File: config.mk
export PLATFORM = sky130hd
export DESIGN_NAME = hshm_ram
export DESIGN_NICKNAME = d
export VERILOG_FILES = /design/src/hw/rtl/hall_sensor_histogram_median_top_macros.svh /design/src/hw/rtl/hshm_ram.sv
export SDC_FILE = /design/constraint.sdc
export NUM_CORES = 1
export LEC_CHECK = 0
export BUFFER_PORTS_ARGS = -buffer_cell sky130_fd_sc_hd__buf_2
export CORE_MARGIN = 4
export CORE_UTILIZATION = 42
export DETAILED_ROUTE_END_ITERATION = 12
export PLACE_DENSITY = 0.63
export SLEW_MARGIN = 25
export SYNTH_ARGS = -nofsm -noshare
export SYNTH_HDL_FRONTEND = slang
export SYNTH_SLANG_ARGS = --single-unit
File: constraint.sdc
create_clock -name i_clk -period 2.2 [get_ports i_clk]
set_clock_uncertainty 0.2 [all_clocks]
set_input_delay 0.33 -clock i_clk [delete_from_list [all_inputs] [get_ports i_clk]]
set_output_delay 0.33 -clock i_clk [all_outputs]
set_load 0.005 [all_outputs]
File: src/hw/rtl/hall_sensor_histogram_median_top_macros.svh
// Assertion helpers used by the top-level RTL.
`ifndef HALL_SENSOR_HISTOGRAM_MEDIAN_TOP_MACROS_SVH
`define HALL_SENSOR_HISTOGRAM_MEDIAN_TOP_MACROS_SVH

// Same-cycle implication, off while reset is low.
`define HSHM_ASSERT_NOW(label, clk, rst_n, ante, cons, msg) \
    label: assert property (@(posedge clk) disable iff (!(rst_n)) (ante) |-> (cons)) \
        else $error(msg);

// Next-cycle implication, off while reset is low.
`define HSHM_ASSERT_NEXT(label, clk, rst_n, ante, cons, msg) \
    label: assert property (@(posedge clk) disable iff (!(rst_n)) (ante) |=> (cons)) \
        else $error(msg);

`endif

File: src/hw/rtl/hshm_ram.sv
module hshm_ram #(
    parameter int WIDTH = 8,
    parameter int DEPTH = 16,
    parameter int AW    = (DEPTH > 1) ? $clog2(DEPTH) : 1
) (
    input  logic             i_clk,
    input  logic             i_we,
    input  logic [AW-1:0]    i_waddr,
    input  logic [WIDTH-1:0] i_wdata,
    input  logic             i_re,
    input  logic [AW-1:0]    i_raddr,
    output logic [WIDTH-1:0] o_rdata
);
    logic [WIDTH-1:0] r_mem [DEPTH];
    logic [WIDTH-1:0] r_rdata;

    always_ff @(posedge i_clk) begin
        if (i_we) begin
            r_mem[i_waddr] <= i_wdata;
        end
        if (i_re) begin
            r_rdata <= r_mem[i_raddr];
        end
    end

    assign o_rdata = r_rdata;
endmodule

==> flow_summary.json <==
{
  "synth_xor_area_share_pct": 0,
  "crit_path_max_fanout": 13,
  "numPortBuffers": 26,
  "finalHoldViolations": 0,
  "dp_hpwl_um": 6220,
  "path_class": "in2reg",
  "path_buf_inv": 2,
  "grt_pass1_vias": 2555,
  "synthMuxAreaShare_pct": 14.8,
  "required_ns": 2.15,
  "clockBufferDepth": 2,
  "cts_tree": "done",
  "drive_above_1_share_pct": 32.0,
  "synth-main-ff-cell": "edfxtp_1",
  "netlist_area_mm2": 0.00523,
  "root_buffer": "clkbuf_16",
  "powerDensity_mw_per_mm2": 938,
  "antenna_found_initial": 0,
  "synth_compound_area_share_pct": 2.30,
  "maxCapViolCount": 0,
  "yosys_register_bits": 136,
  "ys_async_sr_fraction_pct": 0,
  "die_y_um": 120,
  "drt-initial-drc-count": 214,
  "maxSlewHeadroom_pct": 73.2,
  "postSynthCellCount": 229,
  "cp_top_family": "multiplexers",
  "avgSynthCellArea_um2": 22.8,
  "setup_tns_ns": 0,
  "slowest_stage": "mux4_1",
  "drc": 0,
  "gp_congestion": 0.680,
  "synth.area.top_cells": "edfxtp_1, mux4_2, mux4_1",
  "power.leakage_nw": 2.10,
  "critPathArrivalTime_ns": 1.70,
  "crit_path_cell_trace": "buf_2, buf_12, mux4_1, a22oi_1, nand2_1",
  "diodes": 0,
  "status": "finished clean",
  "synth.most_common_cell": "edfxtp_1",
  "synth-adder-area-share_pct": 0,
  "grt_pass1_wl_um": 15400,
  "grt_max_degree": 33,
  "ys_seq_area_share_pct": 78.1,
  "area_delta_synth_final_pct": 19.3,
  "setup_viol": 0,
  "worstSkewPairLatency_ns": 0.41,
  "cts_setup_buffers": 0,
  "dieWidth_um": 120,
  "track_usage_pct": 15.1,
  "period_share_pct": 79.8,
  "wl_per_cell_um": 20.7,
  "grt_overflow": 0,
  "synth_common_cells": "edfxtp_1, mux4_2, a22oi_1",
  "initial_core_util_pct": 43.2,
  "synth_fp_nets": 248,
  "worst_path_largest_cell_delay_ns": 0.60,
  "vias": 2414,
  "synth_edf_count": 136,
  "ant_nets": 0,
  "finalMaxSlewViolations": 0,
  "ys_types": 18,
  "cts_sinks": 136,
  "yosys_warnings": 0,
  "yosys.area.top_type_share_pct": 78.1,
  "synth_top_family_by_area": "multiplexers",
  "cts_buffers": 17,
  "cp-start-kind": "primary input",
  "die-area_mm2": 0.0143,
  "rows": 40,
  "drt-total-wl_um": 9640,
  "whs_ns": 0.0781,
  "final_area_mm2": 0.00624,
  "end_kind": "flop",
  "yosysTopAreaCell": "edfxtp_1",
  "vias_per_cell": 5.19,
  "hold_path.class": "in2reg",
  "first_pass_iters": 4,
  "rsz0062_at_grt": "no",
  "placed_area_mm2": 0.00568,
  "irDropWorstVdd_mv": 0.587,
  "core_area_mm2": 0.0121,
  "yosys.area_share.simple_pct": 3.14,
  "post-route-min-period_ns": 1.76,
  "cts_resized": 0,
  "io_pins": 27,
  "fmax_mhz": 569,
  "nNetsFinal": 304,
  "worst_slew_pin_slew_ns": 0.401,
  "path_clk_slew_ns": 0.05,
  "holdBufCountCts": 0,
  "cts_htree_levels": 4
}
[cells by family (layout without fill, tap and decap cells)]
kind of cell / count (synthesis) / after routing
buffers and inverters: 10 / 78
and+or+nand+nor: 35 / 35
DFF: 136 / 136
muxes: 32 / 32
AOI/OAI and AO/OA: 16 / 16
[cell type report]
type | count | area, µm²
tap | 168 | 210
clock buffer | 17 | 425
sequential | 136 | 4080
timing repair buffer | 47 | 325
multi-input combinational | 83 | 1060
fill | 968 | 5880
clock inverter | 14 | 134
[sequential cells by signal (all words and copies together) (netlist names)]
| name | cells |
|---|---|
| r_mem | 128 |
| o_rdata | 8 |
[metal layers]
metal | GRT usage, % | wire (µm) | vias to the layer above
li1 | - | - | 1095
met1 | 21.2 | 4210 | 1230
met2 | 22.4 | 4630 | 80
met3 | 4.62 | 666 | 9
met4 | 5.80 | 132 | 0
met5 | 0 | 0 | -
[cells in the final DEF (no fill, tap or decap), types with 5 or more instances in the layout]
cell type	count
clkinvlp_4	5
nor2_1	13
clkbuf_16	17
a22oi_1	16
buf_4	18
edfxtp_1	136
mux4_1	14
nand2_1	9
buf_2	26
mux4_2	18
[where the power goes]
part | switching, mW | internal, mW | leakage, nW | total, mW
Combinational | 0.150 | 0.119 | 0.598 | 0.268
Sequential | 0.0139 | 2.92 | 1.24 | 2.93
Clock | 1.00 | 1.64 | 0.262 | 2.65
Total | 1.17 | 4.68 | 2.10 | 5.85
[final timing paths]
| path | slack (ns) | end | start | cells after the start |
|---|---|---|---|---|
| max | 0.44 | o_rdata[5]$_DFFE_PP_ | i_raddr[0] | 5 |
| min | 0.08 | o_rdata[1]$_DFFE_PP_ | i_re | 1 |
| max reg2reg | 0.47 | o_rdata[5]$_DFFE_PP_ | r_mem[10][5]$_DFFE_PP_ | 3 |
| min reg2reg | 0.56 | o_rdata[6]$_DFFE_PP_ | r_mem[15][6]$_DFFE_PP_ | 3 |
[metrics by stage]
step	instances	worst slack, ns	power [mW]	util, %
2_1_floorplan	229	0.177	3.13	-
3_3_place_gp	434	0.000880	3.26	46.9
3_5_place_dp	434	-0.00574	3.26	46.9
4_1_cts	465	0.436	5.91	51.5
5_1_grt	465	0.396	6.07	51.5
6_report	465	0.444	5.85	51.5
[worst register-to-register path, delay by kind of cell (launching register included)]
kind / cells / cell delay (ns)
mux: 1 / 0.53
simple gates: 1 / 0.12
compound gates: 1 / 0.25
flops: 1 / 0.36
Note: power is estimated with default switching activity, not from simulation.
