`src/hw/rtl/hall_sensor_histogram_median_top_macros.svh`:
```
// Assertion helpers used by the top-level RTL.
`ifndef HALL_SENSOR_HISTOGRAM_MEDIAN_TOP_MACROS_SVH
`define HALL_SENSOR_HISTOGRAM_MEDIAN_TOP_MACROS_SVH

// Same-cycle implication, off while reset is low.
`define HSHM_ASSERT_NOW(label, clk, rst_n, ante, cons, msg) \
    label: assert property (@(posedge clk) disable iff (!(rst_n)) (ante) |-> (cons)) \
        else $error(msg);

// Next-cycle implication, off while reset is low.
`define HSHM_ASSERT_NEXT(label, clk, rst_n, ante, cons, msg) \
    label: assert property (@(posedge clk) disable iff (!(rst_n)) (ante) |=> (cons)) \
        else $error(msg);

`endif

```
`src/hw/rtl/hshm_alu.sv`:
```
// Shared add-and-compare: sum = a + b, gt = sum > c.
module hshm_alu #(
    parameter int W = 8
) (
    input  logic [W-1:0] i_a,
    input  logic [W-1:0] i_b,
    input  logic [W-1:0] i_c,
    output logic [W-1:0] o_sum,
    output logic         o_gt
);
    always_comb begin
        o_sum = i_a + i_b;
        o_gt  = (o_sum > i_c);
    end
endmodule

```
`config.mk`:
```
export PLATFORM = sky130hd
export DESIGN_NAME = hshm_alu
export DESIGN_NICKNAME = d
export VERILOG_FILES = /design/src/hw/rtl/hall_sensor_histogram_median_top_macros.svh /design/src/hw/rtl/hshm_alu.sv
export SDC_FILE = /design/constraint.sdc
export NUM_CORES = 1
export LEC_CHECK = 0
export BUFFER_PORTS_ARGS = -buffer_cell sky130_fd_sc_hd__buf_2
export CORE_AREA = 2 2 39 41
export DETAILED_ROUTE_END_ITERATION = 8
export DIE_AREA = 0 0 41 43
export PLACE_DENSITY = 0.72
export SYNTH_ARGS = -nofsm -noshare
export SYNTH_HDL_FRONTEND = slang
export SYNTH_SLANG_ARGS = --single-unit
```
`constraint.sdc`:
```
create_clock -name vclk -period 2.6
set_input_delay 0.39 -clock vclk [all_inputs]
set_output_delay 0.39 -clock vclk [all_outputs]
set_load 0.005 [all_outputs]
```
==> results.md, run 1 <==
* Status: finished with violations
* Failing checks: setup timing
* Total track usage at 0.130
* Placer Congestion at approximately 0.74
* CP Data Required Time at between 2000 and 2500 ps
* Largest net degree at the start of global routing at 5
* Die ar. at around 1800 µm²
* Syn Inst Count at 56
* Combinational power share at 1.000
* Initial Util at 0.331
* Pre-antenna DRT Iters at 2
* Final hold vios at 0
* Yosys warnings at 0
* Worst slew pin tran at roughly 250 ps
* Congestion Overflow GR at 0
* DR WL/cell at 10.0 µm
* N_diodes at 0
* I/O pin cnt at 33
* Sequential fraction of the synthesis area at 0
* Max FO, Critical Path at 3
* Hold crit path type: in -> out
* Initial drt markers at 3
* Yosys cell types at 19
* VDD IR-drop max at 0.0991 mV
* Die width at 41 µm
* F_max at 368 MHz
* First-pass GRT wire length at 1.73 mm
* Final Worst Setup Slack at -116 ps
* Sw Ratio at 0.461
* Vias per inst at between 4 and 5
* Critical path buffers and inverters at 2
* Netlist Area Pre-Place at between 400 and 500 µm²
* HPWL Detailed at about 1.0 mm
* Initial antenna violation count at 0
* Max Cap Violations at 0
* Levels on crit path at 12
* Drt drc at 0
* Core area at between 1000 and 1500 µm²
* Hold Buf Count CTS at 0
* Post-Syn Area per Cell at 8.18 µm²
* Crit. End Element: primary output
* Most frequent cells after synthesis: 15 x ha_1, 8 x a21oi_1, 8 x inv_1
* Chip Height at 43 µm
* P_sw at just under 100 µW
* Share of cells above drive strength 1 at 0.505
* Slowest CP cell: fa_2
* DRT antenna net count at 0
* Syn Nets at 96
* Count leader, synth: ha_1
* Internal at between 100 and 150 µW
* Row Count at 14
* # setup viols final at 1
* Register area at 0 µm²
* Top cells by area, synth: ha_1 41%, a21oi_1 8.7%, xnor2_1 7.7%
* Min Tclk post-route at roughly 2700 ps
* Cell taking the most area after synthesis: ha_1
* Port Buf Inserts at 33
* CLK BUF at 0
* Critical path type: in -> out
* Layout area overhead at 63.9%
* RSZ-0062 raised after global routing: yes
* Crit path cell chain: buf_8, ha_4, fa_2, a211oi_2, o21bai_1, a21oi_2, xnor2_1, ha_1, nand4_1, a21oi_1, o22a_1, buf_2
* Final Routed Wirelength at ~1.1 mm
* Final worst path period share at 1.04
* CP Data Arrival Time at between 2000 and 2500 ps
* Share of the synthesized area in the top cell type at 0.410
* Pwr dens at between 200 and 300 nW/µm²
* CP Launch Type: input port
* Post-CTS setup buffer count at 0
* CP max stage delay at about 360 ps
* Number of global-route vias before repair at slightly below 500
* Num sequential at 0
* Sequential Power Share at 0
* Leak Pwr at between 0.0004 and 0.0005 µW
* Hold path depth at 3
* Worst path top cell family by delay: adder cells
* Slew headroom at 0.834
* Layout Utilization at 0.542
* Worst hold margin at around 1100 ps
* Clock power frac at 0
* Slew Limit Fails at 0
* Final layout net count at roughly 140
* Via Count at 550
[cell usage in the layout, fill, tap and decap left out]
cell type  Yosys  layout
a211oi_2       1       2
a21o_1         2       2
a21o_2         1       1
a21oi_1        8       6
a21oi_2        0       2
a31oi_1        1       1
buf_2          0      31
buf_4          0       8
buf_6          0       1
buf_8          0       1
fa_2           0       1
ha_1          15      14
ha_4           0       1
inv_1          8       8
nand2_1        1       1
nand4_1        2       2
nor2b_1        1       1
o211ai_1       2       2
o21ai_0        2       2
o21ai_2        0       1
o21bai_1       1       1
o22a_1         1       1
xnor2_1        4       4
xor2_1         3       3
[stage by stage]
stage                     cell area (µm²)  setup TNS, ps  setup WS (ps)  std cells  power [µW]
after detailed placement              706           -239           -239        113         200
after floorplan                       460              0           20.9         56         115
after global routing                  751           -267           -267        113         235
after global placement                706           -182           -182        113         194
final                                 751           -116           -116        113         211
after CTS                             736           -184           -184        113         207
[power groups by stage]
stage | clock [µW] | sequential (µW) | combinational [µW]
2_1_floorplan | 0 | 0 | 115
3_5_place_dp | 0 | 0 | 200
6_report | 0 | 0 | 211
3_3_place_gp | 0 | 0 | 194
4_1_cts | 0 | 0 | 207
5_1_grt | 0 | 0 | 235
[cell type report]
type               count  area, µm²
repair buffers        41        241
inverters              8       30.0
multi-input cells     48        459
fillers              132        633
well taps             16       20.0
[worst min-delay path, cell delays in order]
cell and delay [ps]:
buf_6 70, ha_4 110, buf_2 100
[layer usage]
layer / global-route usage / up-vias / part of all wire
met5: 0 / - / 0
met4: 0.0133 / 0 / 0
met3: 0.00524 / 0 / 0.034
met2: 0.250 / 10 / 0.55
met1: 0.149 / 248 / 0.42
li1: - / 292 / -
[repair_timing]
item,in CTS,in global routing
pin swaps,9,7
setup endpoints to repair,1,1
resized for setup,5,4
[path summary, 6_finish.rpt]
kind	from	endpoint	slack (ps)
setup / recovery	i_b[0]	o_gt	-120
hold / removal	i_a[0]	o_sum[0]	1070
[cells by family (layout without fill, tap and decap cells)]
group           count (synthesis)  after routing  share of synthesized area
compound gates                 21             21                      0.298
fa+ha+maj                      16             16                      0.454
buf+inv                         8             49                     0.0656
xor+xnor                        7              7                      0.134
simple gates                    4              4                     0.0492
Note: power is estimated with default switching activity, not from simulation.
==> run 2, diff against run 1 <==
- ABC_AREA: unset -> 1
- GPL_TIMING_DRIVEN: unset -> 0
- PLACE_DENSITY: 0.72 -> 0.79
==> run 2 against run 1 <==
Non-clock buffer count fell by 7. Critical endpoint unchanged. Combinational power increased by 2%. Die area unchanged. Design area rose by 8.5%. Critical path depth rose by 3. Sequential share of layout area unchanged. The run now ends clean. Synthesized area up 19%. Hold slack improved by 4.5 ps. Utilization increased by 4.6 points. Clock-buffer cell count stayed put. Highest routed layer unchanged. Fmax is 4.8% higher. Via count grew 20%.
==> results.md, run 2 <==
* Critical path buffers and inverters at 2
* Most frequent cells after synthesis: 31 x nand2_1, 21 x inv_1, 15 x ha_1
* Placer Congestion at ~0.79
* HPWL Detailed at 1.07 mm
* Max Cap Violations at 0
* Post-route cell area at about 810 µm²
* Post-Syn Area per Cell at a little under 6 µm²
* Commonest non-fill, non-tap cells in the layout: 31 x buf_2, 29 x nand2_1, 21 x inv_1, 11 x ha_1
* Initial drt markers at 5
* Top cells by area, synth: ha_1 34%, nand2_1 21%, inv_1 14%
* Chip Height at between 40 and 50 µm
* Yosys cell types at 14
* Share of the synthesized area in the top cell type at 0.345
* Largest net degree at the start of global routing at 6
* Netlist Area Pre-Place at around 540 µm²
* Sequential fraction of the synthesis area at 0
* Final hold vios at 0
* CP Data Required Time at 2210 ps
* Crit. End Element: primary output
* I/O pin cnt at 33
* FILL cells at 137
* Critical path type: in -> out
* CP max stage delay at approximately 340 ps
* DRT antenna net count at 0
* CP Data Arrival Time at between 2000 and 2500 ps
* Post-Layout Cell Count at between 100 and 150
* Count leader, synth: nand2_1
* Register area at 0 µm²
* CP Launch Type: input port
* Min Tclk post-route at 2590 ps
* Share of cells above drive strength 1 at 0.362
* Die ar. at roughly 1800 µm²
* Pre-antenna DRT Iters at 4
* Yosys warnings at 0
* Number of global-route vias before repair at ~520
* First-pass GRT wire length at roughly 1.9 mm
* Overall Power at approximately 220 µW
* Core area at 1380 µm²
* Initial Util at 0.393
* Commonest non-fill, non-tap cell in the layout: buf_2
* Final layout net count at 169
* Syn Nets at around 130
* Worst path top cell family by delay: adder cells
* Setup TNS at 0 ps
* Placed Cells at around 140
* Congestion Overflow GR at 0
* # setup viols final at 0
* DR WL/cell at around 9 µm
* Final worst path period share at 0.997
* Vias per inst at about 4.6
* Initial antenna violation count at 0
* Row Count at 14
* VDD IR-drop max at 0.0978 mV
* N_diodes at 0
* Final Routed Wirelength at ~1.3 mm
* Port Buf Inserts at 33
* Drt drc at 0
* Status: finished clean
* Hold crit path type: in -> out
* Max FO, Critical Path at 2
* Slew headroom at 0.854
* Worst slew pin tran at between 200 and 250 ps
* Most used cell, CP: nand2_1
* RSZ-0062 raised after global routing: yes
* Layout area overhead at 49.7%
* Hold Buf Count CTS at 0
* Syn Inst Count at between 90 and 100
* Total track usage at 0.143
* Slew Limit Fails at 0
* Slowest CP cell: fa_2
* Crit path cell chain: buf_8, ha_4, fa_2, nand2_1, nand2_1, nand3b_1, nand2_1, nand2_1, nand2_2, ha_4, nand2_4, a21oi_1, nor2_1, a21oi_1, buf_2
* Worst hold margin at 1070 ps
* Pwr dens at 264 nW/µm²
* Via Count at between 600 and 700
* Die width at just over 40 µm
* Num sequential at 0
* F_max at approximately 390 MHz
* CLK BUF at 0
* Leak Pwr at 0.000511 µW
* Placed cell areas at ~730 µm²
* Cell taking the most area after synthesis: ha_1
run 2: changes by cell type after synthesis, sizes merged, moves of 2 or more:
cell	delta
o211ai	-2
a21o	-2
nand3	+5
inv	+13
nand2	+31
xnor2	-2
a21oi	-3
o21ai	-3
nor2	+6
a211oi	-2
run 2: cell type report:
| class | instances | area (µm²) | area share |
|---|---|---|---|
| multi-input combinational | 72 | 527 | 0.647 |
| timing repair buffer | 34 | 189 | 0.232 |
| inverter | 21 | 78.8 | 0.0968 |
| tap | 16 | 20.0 | 0.0246 |
run 2: cell families after synthesis:
kind of cell | after synthesis | share of synthesized area
adders and majority gates | 16 | 0.382
buffers and inverters | 21 | 0.145
AOI/OAI and AO/OA | 6 | 0.0598
xor gates and xnor gates | 4 | 0.0644
and+or+nand+nor | 46 | 0.349
run 2: metal layers:
metal  vias up  global-route usage  part of all wire
li1        357                   -                 -
met1       290               0.165              0.39
met2        12               0.284              0.58
met3         0                   0             0.032
met4         0                   0                 0
met5         -                   0                 0
run 2: per-stage QoR:
stage	util	setup slack (ps)
finish	0.589	8.04
global route	0.589	-80.5
CTS	0.567	-14.0
detailed placement	0.527	-143
global placement	0.527	-127
floorplan	-	205
run 2: final timing paths:
check,to,startpoint,slack (ps),depth (start not counted)
worst max-delay path,o_gt,i_a[0],8,15
worst min-delay path,o_sum[0],i_a[0],1070,3
run 2: timing repair:
item	4_1_cts	5_1_grt
resized for setup	9	8
setup buffers	1	0
pin swaps	11	10
setup endpoints to repair	1	1
run 2: power breakdown:
group	leakage (µW)	internal, µW	switching, µW	total (µW)
logic	0.000511	103	112	215
registers	0	0	0	0
clock network	0	0	0	0
==> run 3, diff against run 2 <==
- ABC_AREA: 1 -> unset
- PLACE_DENSITY: 0.79 -> 0.72
==> run 3 against run 2 <==
The run now ends with setup timing left. Final cell count fell by 25%. Via count down 19%. First-iteration DRC count decreased by 60%. Critical path depth decreased by 3. Sequential share of layout area stayed put.
==> results.md, run 3 (same netlist as run 1, synthesis figures left out) <==
* Total track usage at 0.132
* Slew Limit Fails at 0
* Hold crit path type: in -> out
* Setup TNS at -159 ps
* Min Tclk post-route at roughly 2800 ps
* Failing checks: setup timing
* # setup viols final at 1
* I/O pin cnt at 33
* Placer Congestion at about 0.75
* DRT antenna net count at 0
* Placed cell areas at around 650 µm²
* Worst slew pin tran at around 230 ps
* Final layout net count at 133
* Slew headroom at 0.845
* Final worst path period share at 1.06
* Initial drt markers at 2
* Post-route cell area at between 700 and 800 µm²
* Share of cells above drive strength 1 at 0.484
* DR WL/cell at 10.5 µm
* Congestion Overflow GR at 0
* Commonest non-fill, non-tap cell in the layout: buf_2
* Number of global-route vias before repair at roughly 460
* RSZ-0062 raised after global routing: yes
* Die width at roughly 40 µm
* Final Worst Setup Slack at -159 ps
* Core area at approximately 1400 µm²
* Final Routed Wirelength at 1.13 mm
* F_max at roughly 360 MHz
* Initial Util at 0.331
* Max Cap Violations at 0
* CP max stage delay at about 360 ps
* CP Launch Type: input port
* Max FO, Critical Path at 3
* Chip Height at around 43 µm
* CLK BUF at 0
* CP Data Arrival Time at between 2000 and 2500 ps
* Layout Utilization at 0.515
* Overall Power at between 150 and 200 µW
* Largest net degree at the start of global routing at 6
* Slowest CP cell: fa_2
* Pwr dens at 275 nW/µm²
* Critical path type: in -> out
* Port Buf Inserts at 33
* HPWL Detailed at around 910 µm
* CP Data Required Time at approximately 2200 ps
* Pre-antenna DRT Iters at 2
* Commonest non-fill, non-tap cells in the layout: 31 x buf_2, 12 x ha_1, 8 x inv_1, 7 x a21oi_1, 4 x xnor2_1
* Crit path cell chain: buf_6, ha_4, fa_2, a211oi_2, o21bai_1, a21oi_1, xnor2_1, ha_1, nand4_1, a21oi_2, o22a_1, buf_2
* Drt drc at 0
* Vias per inst at 4.98
* Placed Cells at roughly 110
* VDD IR-drop max at about 0.087 mV
* Num sequential at 0
* Final hold vios at 0
* Initial antenna violation count at 0
* FILL cells at 142
* Crit. End Element: primary output
* Leak Pwr at 0.000388 µW
* Layout area overhead at 55.7%
* Hold Buf Count CTS at 0
* Die ar. at approximately 1800 µm²
* Via Count at between 500 and 600
* Multi-input logic area at between 400 and 500 µm²
* First-pass GRT wire length at 1.75 mm
* Worst hold start: i_a[0]
* Status: finished with violations
* Post-Layout Cell Count at 107
* Register area at 0 µm²
* Row Count at 14
* CP startpoint: i_b[0]
* N_diodes at 0
==> run 3: cell count changes in the layout (fill, tap and decap cells not counted), moves of 3 or more <==
cell / before / now
inv_1: 21 / 8
nand3_1: 4 / 0
nand2_1: 29 / 1
nor2_1: 4 / 0
a21oi_1: 4 / 7
==> run 3: timing repair <==
action	4_1_cts	5_1_grt
pin swaps	9	9
endpoints found under the setup margin	1	1
setup buffers	2	0
hold endpoints to repair	0	0
resized for setup	5	4
==> run 3: report_power, final <==
group	switching, µW	leakage [µW]	internal [µW]
Clock	0	0	0
Sequential	0	0	0
Combinational	94.8	0.000388	101
==> run 3: worst max-delay path: cells and delay by family <==
kind,cells,cell delay [ps]
compound gates,5,720
xor+xnor,1,100
fa+ha+maj,3,800
buf+inv,2,200
simple gates,1,140
==> run 3: through the flow <==
stage / hold WS [ps] / setup slack (ps)
global placement: 1080 / -285
CTS: 1070 / -164
floorplan: 904 / 20.9
finish: 1070 / -159
detailed placement: 1100 / -292
global route: 1070 / -271
==> run 3: final timing paths <==
kind                       end  slack [ps]  depth (start not counted)
worst max-delay path      o_gt        -160                         12
worst min-delay path  o_sum[0]        1070                          3
==> run 3: layer usage <==
layer / up-vias / part of all wire / wire length (µm) / track usage
li1: 277 / - / - / -
met3: 0 / 0.035 / 39 / 0
met4: 0 / 0 / 0 / 0
met2: 10 / 0.56 / 629 / 0.250
met5: - / 0 / 0 / 0
met1: 246 / 0.41 / 457 / 0.166
==> run 3: layout make-up <==
type	count	share of cell area
tap	16	0.0281
multi-input combinational	48	0.660
inverter	8	0.0421
timing repair buffer	35	0.270
